--- src/rtl/core/ccfc_pkg.sv ---
// ----------------------------------------------------------------------------
// ccfc_pkg
// Types and constants of the command framer and reply checker.
// ----------------------------------------------------------------------------
`default_nettype none

package ccfc_pkg;

  localparam int unsigned ChipIdW    = 5;
  localparam int unsigned CfgIndexW  = 1;
  localparam int unsigned FrameW     = 56;
  localparam int unsigned FrameLenW  = 6;
  localparam int unsigned ReplyW     = 48;
  localparam int unsigned SeqW       = 3;

  // configuration register indexes
  localparam logic [CfgIndexW-1:0] CfgChipId    = 1'b0;
  localparam logic [CfgIndexW-1:0] CfgSeqCheckEn = 1'b1;

  // frame lengths in bits
  localparam logic [FrameLenW-1:0] FrameLenPreamble = 6'd10;
  localparam logic [FrameLenW-1:0] FrameLenLong     = 6'd56;
  localparam logic [FrameLenW-1:0] FrameLenRead     = 6'd16;
  localparam logic [FrameLenW-1:0] FrameLenReadNext = 6'd8;

  // expected reply lengths
  localparam logic [5:0] ReplyLenShort = 6'd8;
  localparam logic [5:0] ReplyLenLong  = 6'd48;

  // frame header codes
  localparam logic [2:0] HdrSetId    = 3'b110;
  localparam logic [2:0] HdrWrite    = 3'b111;
  localparam logic [2:0] HdrRead     = 3'b101;
  localparam logic [2:0] HdrReadNext = 3'b100;

  typedef enum logic [2:0] {
    OP_SETID      = 3'd0,
    OP_WRITE      = 3'd1,
    OP_READ       = 3'd2,
    OP_READNEXT   = 3'd3,
    OP_REPLY      = 3'd4,
    OP_TIMEOUT    = 3'd5,
    OP_LINK_RESET = 3'd6
  } opcode_e;

  typedef enum logic [2:0] {
    PEND_NONE     = 3'd0,
    PEND_SETID    = 3'd1,
    PEND_WRITE    = 3'd2,
    PEND_READ     = 3'd3,
    PEND_READNEXT = 3'd4
  } pend_kind_e;

  typedef enum logic [2:0] {
    ST_OK          = 3'd0,
    ST_TIMEOUT     = 3'd1,
    ST_BAD_LENGTH  = 3'd2,
    ST_BAD_SEQ     = 3'd3,
    ST_BAD_ID      = 3'd4,
    ST_BAD_ADDRESS = 3'd5,
    ST_NOT_PENDING = 3'd6
  } status_e;

  // XOR of the six bytes of a 48-bit frame body
  function automatic logic [7:0] crc_xor6(input logic [47:0] body);
    logic [7:0] c;
    c = 8'h00;
    for (int i = 0; i < 6; i++) begin
      c = c ^ body[8*i +: 8];
    end
    return c;
  endfunction

endpackage

`default_nettype wire

--- src/rtl/core/chip_command_framer_checker_core.sv ---
// ----------------------------------------------------------------------------
// chip_command_framer_checker_core
// Command frame builder and reply checker for a chip on a serial link.
// ----------------------------------------------------------------------------
// Usage:
//   Input channel (in_valid_i / in_ready_o) takes one command or reply event
//   per word: set-id, write, read, read-next, reply arrived, timeout, link
//   reset. Output channel (out_valid_o / out_ready_i) delivers result words:
//   either a frame to transmit or a reply status, with last_o on the final
//   result of each input word. Set-id gives two results (10-bit zero
//   preamble, then the 56-bit frame); link reset and unused opcodes give none.
//   Path: a word lands in the input register, then its first result loads
//   into the output register, where out_valid_o rises. Throughput: one word
//   per cycle while the receiver takes results; set-id holds its word until
//   both of its results load, bounded by the single output register.
//   Reset clears the sequence count, the pending command, the configuration
//   and both registers' valid flags. When the receiver stalls, the output
//   register holds its word, the input register fills, and in_ready_o drops
//   until the output register frees up. Configuration (cfg_we_i) must be
//   written by the user only while idle; the block does not enforce this.
// ----------------------------------------------------------------------------
`default_nettype none

module chip_command_framer_checker_core
  import ccfc_pkg::*;
(
  input  wire logic                  clk_i,
  input  wire logic                  rst_ni,
  // configuration write port
  input  wire logic                  cfg_we_i,
  input  wire logic [CfgIndexW-1:0]  cfg_index_i,
  input  wire logic [ChipIdW-1:0]    cfg_wdata_i,
  // input channel
  input  wire logic                  in_valid_i,
  output logic                       in_ready_o,
  input  wire logic [2:0]            opcode_i,
  input  wire logic                  ref_mode_i,
  input  wire logic [19:0]           ref_id_i,
  input  wire logic [7:0]            reg_address_i,
  input  wire logic [31:0]           write_value_i,
  input  wire logic [ReplyW-1:0]     reply_bits_i,
  input  wire logic [5:0]            reply_length_i,
  // output channel
  output logic                       out_valid_o,
  input  wire logic                  out_ready_i,
  output logic                       frame_valid_o,
  output logic [FrameW-1:0]          frame_bits_o,
  output logic [FrameLenW-1:0]       frame_length_o,
  output logic                       status_valid_o,
  output logic [2:0]                 status_o,
  output logic [31:0]                read_value_o,
  output logic                       last_o
);

  // configuration registers
  logic [ChipIdW-1:0] chip_id_q;
  logic               seq_check_en_q;

  // link state
  logic [SeqW-1:0] seq_count_q, seq_count_d;
  pend_kind_e      pend_kind_q, pend_kind_d;
  logic [7:0]      pend_addr_q, pend_addr_d;

  // input register
  logic              a_valid_q;
  logic              a_phase_q;
  logic [2:0]        a_opcode_q;
  logic              a_ref_mode_q;
  logic [19:0]       a_ref_id_q;
  logic [7:0]        a_addr_q;
  logic [31:0]       a_data_q;
  logic [ReplyW-1:0] a_reply_q;
  logic [5:0]        a_reply_len_q;

  // result computed from the input register
  logic                 res_present;
  logic                 res_frame_valid;
  logic [FrameW-1:0]    res_frame_bits;
  logic [FrameLenW-1:0] res_frame_len;
  logic                 res_status_valid;
  status_e              res_status;
  logic [31:0]          res_read_value;
  logic                 res_last;

  logic       out_free;
  logic       res_load;
  logic       a_consume;
  logic       in_accept;
  logic [47:0] setid_body;
  logic [47:0] write_body;
  logic [19:0] efuse_field;
  logic [4:0]  pads_field;
  status_e     reply_status;
  logic [31:0] reply_value;
  logic [2:0]  reply_seq;
  logic [4:0]  reply_id;

  // --------------------------------------------------------------------------
  // Handshake control
  // --------------------------------------------------------------------------
  // The output register frees up when empty or when its word is being taken.
  assign out_free  = !out_valid_o || out_ready_i;
  assign res_load  = a_valid_q && res_present && out_free;
  // Retire the held word once its final result loads; no-result words
  // retire at once. Set-id retires on its second pass.
  assign a_consume = a_valid_q &&
                     (!res_present ||
                      (out_free && (a_opcode_q != OP_SETID || a_phase_q)));
  assign in_ready_o = !a_valid_q || a_consume;
  assign in_accept  = in_valid_i && in_ready_o;

  // --------------------------------------------------------------------------
  // Configuration
  // --------------------------------------------------------------------------
  always_ff @(posedge clk_i or negedge rst_ni) begin
    if (!rst_ni) begin
      chip_id_q      <= '0;
      seq_check_en_q <= 1'b0;
    end else if (cfg_we_i) begin
      unique case (cfg_index_i)
        CfgChipId:     chip_id_q      <= cfg_wdata_i;
        CfgSeqCheckEn: seq_check_en_q <= cfg_wdata_i[0];
        default: ;
      endcase
    end
  end

  // --------------------------------------------------------------------------
  // Input register
  // --------------------------------------------------------------------------
  always_ff @(posedge clk_i or negedge rst_ni) begin
    if (!rst_ni) begin
      a_valid_q <= 1'b0;
      a_phase_q <= 1'b0;
    end else begin
      if (in_accept) begin
        a_valid_q <= 1'b1;
      end else if (a_consume) begin
        a_valid_q <= 1'b0;
      end
      // Advance set-id to its frame pass after the preamble loads.
      if (a_consume) begin
        a_phase_q <= 1'b0;
      end else if (res_load) begin
        a_phase_q <= 1'b1;
      end
    end
  end

  always_ff @(posedge clk_i) begin
    if (in_accept) begin
      a_opcode_q    <= opcode_i;
      a_ref_mode_q  <= ref_mode_i;
      a_ref_id_q    <= ref_id_i;
      a_addr_q      <= reg_address_i;
      a_data_q      <= write_value_i;
      a_reply_q     <= reply_bits_i;
      a_reply_len_q <= reply_length_i;
    end
  end

  // --------------------------------------------------------------------------
  // Frame bodies
  // --------------------------------------------------------------------------
  // Mode 0 carries the efuse id, mode 1 the id pads; the unused field is
  // filled with ones.
  assign efuse_field = a_ref_mode_q ? 20'hFFFFF : a_ref_id_q;
  assign pads_field  = a_ref_mode_q ? a_ref_id_q[4:0] : 5'h1F;
  assign setid_body  = {HdrSetId, 5'h1F, 3'b111, chip_id_q, 4'hF,
                        efuse_field, 3'b111, pads_field};
  assign write_body  = {HdrWrite, chip_id_q, a_addr_q, a_data_q};

  // --------------------------------------------------------------------------
  // Reply check: length, then address (read only), then sequence, then id
  // --------------------------------------------------------------------------
  always_comb begin
    reply_value = '0;
    reply_seq   = '0;
    reply_id    = '0;
    if (pend_kind_q == PEND_NONE) begin
      reply_status = ST_NOT_PENDING;
    end else if (pend_kind_q == PEND_SETID || pend_kind_q == PEND_WRITE) begin
      reply_seq = a_reply_q[2:0];
      reply_id  = a_reply_q[7:3];
      priority if (a_reply_len_q != ReplyLenShort) begin
        reply_status = ST_BAD_LENGTH;
      end else if (seq_check_en_q && reply_seq != seq_count_q) begin
        reply_status = ST_BAD_SEQ;
      end else if (reply_id != chip_id_q) begin
        reply_status = ST_BAD_ID;
      end else begin
        reply_status = ST_OK;
      end
    end else begin
      reply_seq = a_reply_q[42:40];
      reply_id  = a_reply_q[47:43];
      priority if (a_reply_len_q != ReplyLenLong) begin
        reply_status = ST_BAD_LENGTH;
      end else if (pend_kind_q == PEND_READ && a_reply_q[39:32] != pend_addr_q) begin
        reply_status = ST_BAD_ADDRESS;
      end else if (seq_check_en_q && reply_seq != seq_count_q) begin
        reply_status = ST_BAD_SEQ;
      end else if (reply_id != chip_id_q) begin
        reply_status = ST_BAD_ID;
      end else begin
        reply_status = ST_OK;
        reply_value  = a_reply_q[31:0];
      end
    end
  end

  // --------------------------------------------------------------------------
  // Result selection
  // --------------------------------------------------------------------------
  always_comb begin
    res_present      = 1'b0;
    res_frame_valid  = 1'b0;
    res_frame_bits   = '0;
    res_frame_len    = '0;
    res_status_valid = 1'b0;
    res_status       = ST_OK;
    res_read_value   = '0;
    res_last         = 1'b1;
    unique case (a_opcode_q)
      OP_SETID: begin
        res_present     = 1'b1;
        res_frame_valid = 1'b1;
        if (!a_phase_q) begin
          // all-zero preamble ahead of the set-id frame
          res_frame_len = FrameLenPreamble;
          res_last      = 1'b0;
        end else begin
          res_frame_bits = {setid_body, crc_xor6(setid_body)};
          res_frame_len  = FrameLenLong;
        end
      end
      OP_WRITE: begin
        res_present     = 1'b1;
        res_frame_valid = 1'b1;
        res_frame_bits  = {write_body, crc_xor6(write_body)};
        res_frame_len   = FrameLenLong;
      end
      OP_READ: begin
        res_present     = 1'b1;
        res_frame_valid = 1'b1;
        res_frame_bits  = {40'h0, HdrRead, chip_id_q, a_addr_q};
        res_frame_len   = FrameLenRead;
      end
      OP_READNEXT: begin
        res_present     = 1'b1;
        res_frame_valid = 1'b1;
        res_frame_bits  = {48'h0, HdrReadNext, chip_id_q};
        res_frame_len   = FrameLenReadNext;
      end
      OP_REPLY: begin
        res_present      = 1'b1;
        res_status_valid = 1'b1;
        res_status       = reply_status;
        res_read_value   = reply_value;
      end
      OP_TIMEOUT: begin
        res_present      = 1'b1;
        res_status_valid = 1'b1;
        res_status       = (pend_kind_q == PEND_NONE) ? ST_NOT_PENDING : ST_TIMEOUT;
      end
      default: ;  // link reset and the unused opcode give no result
    endcase
  end

  // --------------------------------------------------------------------------
  // Link state update, applied when the held word retires
  // --------------------------------------------------------------------------
  always_comb begin
    seq_count_d = seq_count_q;
    pend_kind_d = pend_kind_q;
    pend_addr_d = pend_addr_q;
    if (a_consume) begin
      unique case (a_opcode_q)
        OP_SETID: begin
          seq_count_d = seq_count_q + 3'd1;
          pend_kind_d = PEND_SETID;
          pend_addr_d = '0;
        end
        OP_WRITE: begin
          seq_count_d = seq_count_q + 3'd1;
          pend_kind_d = PEND_WRITE;
          pend_addr_d = a_addr_q;
        end
        OP_READ: begin
          seq_count_d = seq_count_q + 3'd1;
          pend_kind_d = PEND_READ;
          pend_addr_d = a_addr_q;
        end
        OP_READNEXT: begin
          seq_count_d = seq_count_q + 3'd1;
          pend_kind_d = PEND_READNEXT;
          pend_addr_d = '0;
        end
        OP_REPLY, OP_TIMEOUT: begin
          pend_kind_d = PEND_NONE;
        end
        OP_LINK_RESET: begin
          seq_count_d = '0;
          pend_kind_d = PEND_NONE;
          pend_addr_d = '0;
        end
        default: ;  // drop the unused opcode
      endcase
    end
  end

  always_ff @(posedge clk_i or negedge rst_ni) begin
    if (!rst_ni) begin
      seq_count_q <= '0;
      pend_kind_q <= PEND_NONE;
      pend_addr_q <= '0;
    end else begin
      seq_count_q <= seq_count_d;
      pend_kind_q <= pend_kind_d;
      pend_addr_q <= pend_addr_d;
    end
  end

  // --------------------------------------------------------------------------
  // Output register
  // --------------------------------------------------------------------------
  always_ff @(posedge clk_i or negedge rst_ni) begin
    if (!rst_ni) begin
      out_valid_o <= 1'b0;
    end else if (out_free) begin
      out_valid_o <= res_load;
    end
  end

  always_ff @(posedge clk_i) begin
    if (res_load) begin
      frame_valid_o  <= res_frame_valid;
      frame_bits_o   <= res_frame_bits;
      frame_length_o <= res_frame_len;
      status_valid_o <= res_status_valid;
      status_o       <= res_status;
      read_value_o   <= res_read_value;
      last_o         <= res_last;
    end
  end

endmodule

`default_nettype wire

--- config.mk ---
export PLATFORM = sky130hd
export DESIGN_NAME = chip_command_framer_checker_core
export DESIGN_NICKNAME = d
export VERILOG_FILES = /design/src/rtl/core/ccfc_pkg.sv /design/src/rtl/core/chip_command_framer_checker_core.sv
export SDC_FILE = /design/constraint.sdc
export NUM_CORES = 1
export LEC_CHECK = 0
export BUFFER_PORTS_ARGS = -buffer_cell sky130_fd_sc_hd__buf_2
export CAP_MARGIN = 20
export CORE_ASPECT_RATIO = 1.75
export CORE_MARGIN = 4
export CORE_UTILIZATION = 50
export DETAILED_ROUTE_END_ITERATION = 8
export PLACE_DENSITY = 0.75
export SETUP_SLACK_MARGIN = 0.1
export SYNTH_ARGS = -nofsm -noshare
export SYNTH_HDL_FRONTEND = slang
export SYNTH_SLANG_ARGS = --single-unit
--- constraint.sdc ---
create_clock -name clk_i -period 6.83 [get_ports clk_i]
set_clock_uncertainty 0.05 [all_clocks]
set_input_delay 0.3415 -clock clk_i [delete_from_list [all_inputs] [get_ports clk_i]]
set_output_delay 0.3415 -clock clk_i [all_outputs]
set_load 0.01 [all_outputs]
==> flow_summary.json <==
{
  "post_cts_buffers": 0,
  "crit_required_ns": 6.89,
  "cp_slowest_cell": "edfxtp_1",
  "holdWs_ns": 0.0108,
  "fp.dieW_um": 113,
  "rows": 66,
  "drt_iter0_drc": 424,
  "wl_met1_mm": 8.80,
  "antennaDiodeCount": 0,
  "path_buf_inv": 1,
  "drcViolationCount": 0,
  "p_sw_mw": 0.852,
  "routed_via_density": 5.23,
  "cts_max_path_buffers": 3,
  "p_int_mw": 2.60,
  "area_growth_pct": 33.4,
  "avgSynthCellArea_um2": 14.5,
  "maxCapViolCount": 0,
  "numCtsBuffers": 22,
  "hold_viol": 0,
  "synth_cells": 662,
  "cpPeakStageDelay_ns": 0.86,
  "totalPowerFinal_mw": 3.45,
  "switching_share_pct": 24.7,
  "startpoint_type": "flop",
  "grt_pass1_wl_mm": 37.2,
  "clkPwrFrac_pct": 32.8,
  "worst_ep_arrival_time_ns": 3.40,
  "antenna_found_initial": 0,
  "syn_area_mm2": 0.00961,
  "synth_seq_area_share_pct": 72.8,
  "finalSetupViolCount": 0,
  "cts_tree": "yes",
  "hold_path_class": "in -> reg",
  "critPathKind": "reg -> reg",
  "synthDistinctLibCells": 54,
  "setup-tns-final_ns": 0,
  "path_delay_family": "simple AND/OR/NAND/NOR gates",
  "ctsHtreeMaxLevel": 1,
  "met3WireLength_mm": 1.47,
  "combinationalPowerShare_pct": 13.9,
  "core_mm2": 0.0187,
  "ys_warn_count": 0,
  "vdd_drop_max_mv": 0.251,
  "routedWlPerCell_um": 19.5,
  "io_buffers": 228,
  "first_pass_iters": 6,
  "max_freq_mhz": 299,
  "clkTransAtPathRegs_ns": 0.06,
  "highest_layer": "met4",
  "pin_count": 231,
  "gp_congestion": 0.844,
  "crit_fanout": 67,
  "first_global_vias": 6838,
  "finalWirelength_mm": 24.5,
  "fin_crit_sh_pct": 49.0,
  "dpl-instance-area_mm2": 0.0109,
  "synth_flop_cell": "edfxtp_1",
  "postLayoutCellArea_mm2": 0.0128,
  "start_util_pct": 51.3,
  "fillers": 1264,
  "slew_headroom_pct": 31.0,
  "grt_max_degree": 72,
  "nNetsFinal": 1135,
  "power_frac_seq_pct": 53.3,
  "ant_nets": 0,
  "insertion_delay_ns": 0.49,
  "synth-edff-count": 214,
  "grt_overflow_total": 0,
  "path_cells": "or4_1 -> nand2_1 -> nand3_1 -> and2_4 -> buf_4",
  "finalMaxSlewViolations": 0,
  "rsz0062_at_grt": "false",
  "synthArstFlopShare_pct": 9.70,
  "post-dp-hpwl_mm": 15.5,
  "die_h_um": 191,
  "cts_sinks": 237,
  "die-area_mm2": 0.0216,
  "grtUsageTotal_pct": 22.3,
  "worst_slew_pin_slew_ns": 1.03,
  "drive_gt1_share_pct": 27.8,
  "status": "completed",
  "power_density_mw_per_mm2": 269,
  "wl_met2_mm": 13.3,
  "cts-root-buf": "clkbuf_16",
  "via_count": 6569,
  "min_period_ns": 3.35,
  "ys_ff_latch": 237,
  "p_leak_nw": 5.21,
  "end_kind": "flop"
}
## cells in the mapped netlist, drive strengths merged, types with 11 or more instances
| cell | count | area [um^2] |
|---|---|---|
| edfxtp | 214 | 6430 |
| nand2 | 89 | 334 |
| xnor2 | 48 | 420 |
| o21ai | 39 | 199 |
| and2 | 36 | 225 |
| xor2 | 27 | 236 |
| clkbuf | 26 | 97.6 |
| dfrtp | 23 | 576 |
| nor2 | 17 | 63.8 |
| a21oi | 15 | 75.1 |
| inv | 12 | 45.0 |
| mux2 | 11 | 124 |
## metrics by stage
step	setup slack, ns	std cells	utilization, %
4_1_cts	3.50	1253	68.1
6_report	3.48	1257	68.4
2_1_floorplan	1.43	663	-
3_5_place_dp	3.50	1097	58.3
3_3_place_gp	3.63	1097	58.3
5_1_grt	3.29	1257	68.4
## routing by layer
layer / vias up / global-route usage [%]
li1: 3069 / -
met1: 3179 / 25.3
met2: 265 / 41.4
met3: 56 / 3.55
met4: 0 / 8.51
met5: - / 0
## final cells by class
| cell class | instances | area, um^2 | area share (%) |
|---|---|---|---|
| Clock inverter | 7 | 32.5 | 0.254 |
| Tap cell | 238 | 298 | 2.32 |
| Inverter | 12 | 45.0 | 0.351 |
| Clock buffer | 31 | 626 | 4.88 |
| Multi-Input combinational cell | 379 | 2410 | 18.8 |
| Timing Repair Buffer | 353 | 2410 | 18.8 |
| Sequential cell | 237 | 7000 | 54.6 |
## worst paths after layout
check,from,endpoint,slack [ns],cells after the start
setup / recovery,a_opcode_q[0]$_DFFE_PP_,a_reply_q[12]$_DFFE_PP_,3.48,5
hold / removal,in_valid_i,a_valid_q$_DFFE_PN0P_,0.01,2
setup reg to reg,a_opcode_q[0]$_DFFE_PP_,a_reply_q[12]$_DFFE_PP_,3.48,5
hold reg to reg,a_reply_q[11]$_DFFE_PP_,read_value_o[11]$_SDFFCE_PP0P_,0.47,1
max in group asynchronous,rst_ni,chip_id_q[2]$_DFFE_PN0P_,6.03,2
min in group asynchronous,rst_ni,pend_addr_q[0]$_DFFE_PN0P_,0.32,2
## kinds of logic (layout without fill, tap and decap cells)
family | after synthesis | count (layout) | share of synthesized area (%)
compound gates | 91 | 91 | 5.87
buf+inv | 47 | 403 | 2.26
simple gates | 191 | 191 | 9.89
xor+xnor | 75 | 75 | 6.83
other cells | 1 | 2 | 0.0390
flops | 237 | 237 | 72.8
mux | 19 | 19 | 2.12
fa+ha+maj | 1 | 1 | 0.130
## cell usage in the layout, fill, tap and decap left out, types with 3 or more instances in the layout
cell type / Yosys / final
nand2_1: 89 / 89
buf_2: 0 / 228
nand3_1: 3 / 3
a21oi_1: 15 / 15
mux2_2: 11 / 11
nor4_1: 3 / 3
mux2i_1: 8 / 8
inv_1: 11 / 11
a22oi_1: 5 / 5
nand3b_1: 4 / 4
clkbuf_1: 26 / 6
nand4_1: 3 / 3
clkinv_2: 0 / 5
xor2_1: 27 / 27
or3_1: 5 / 5
buf_4: 5 / 3
o22ai_1: 6 / 6
xnor2_1: 48 / 48
nor2_1: 17 / 15
edfxtp_1: 214 / 214
dlygate4sd3_1: 0 / 119
and3_1: 3 / 3
and2_1: 35 / 35
nand2b_1: 6 / 6
clkbuf_16: 0 / 23
a31oi_1: 4 / 4
nor3_1: 7 / 7
o21ai_0: 38 / 38
a22o_1: 5 / 5
dfrtp_1: 23 / 23
a32oi_1: 4 / 4
nor2b_1: 8 / 8
## repair_timing
action | in CTS | in global routing
hold endpoints to repair | 140 | 1
hold buffers | 118 | 1
setup endpoints to repair | 0 | 0
gates resized for setup | 0 | 0
## power by group through the flow
stage | registers [mW] | clock network (mW) | logic [mW]
3_3_place_gp | 1.87 | 0 | 0.406
5_1_grt | 1.85 | 1.21 | 0.525
6_report | 1.84 | 1.13 | 0.478
4_1_cts | 1.84 | 1.14 | 0.470
3_5_place_dp | 1.87 | 0 | 0.416
2_1_floorplan | 1.86 | 0 | 0.257
## registers in the layout (all words and copies together), names as in the netlist, 3 cells and up
signal and cells:
a_reply_q 48, a_ref_id_q 20, frame_length_o 3, a_opcode_q 3
a_addr_q 8, seq_count_q 3, pend_kind_q 3, a_data_q 32
status_o 3, chip_id_q 5, pend_addr_q 8, frame_bits_o 55
a_reply_len_q 6, read_value_o 32
No activity file was read; power rests on OpenSTA's default activity.
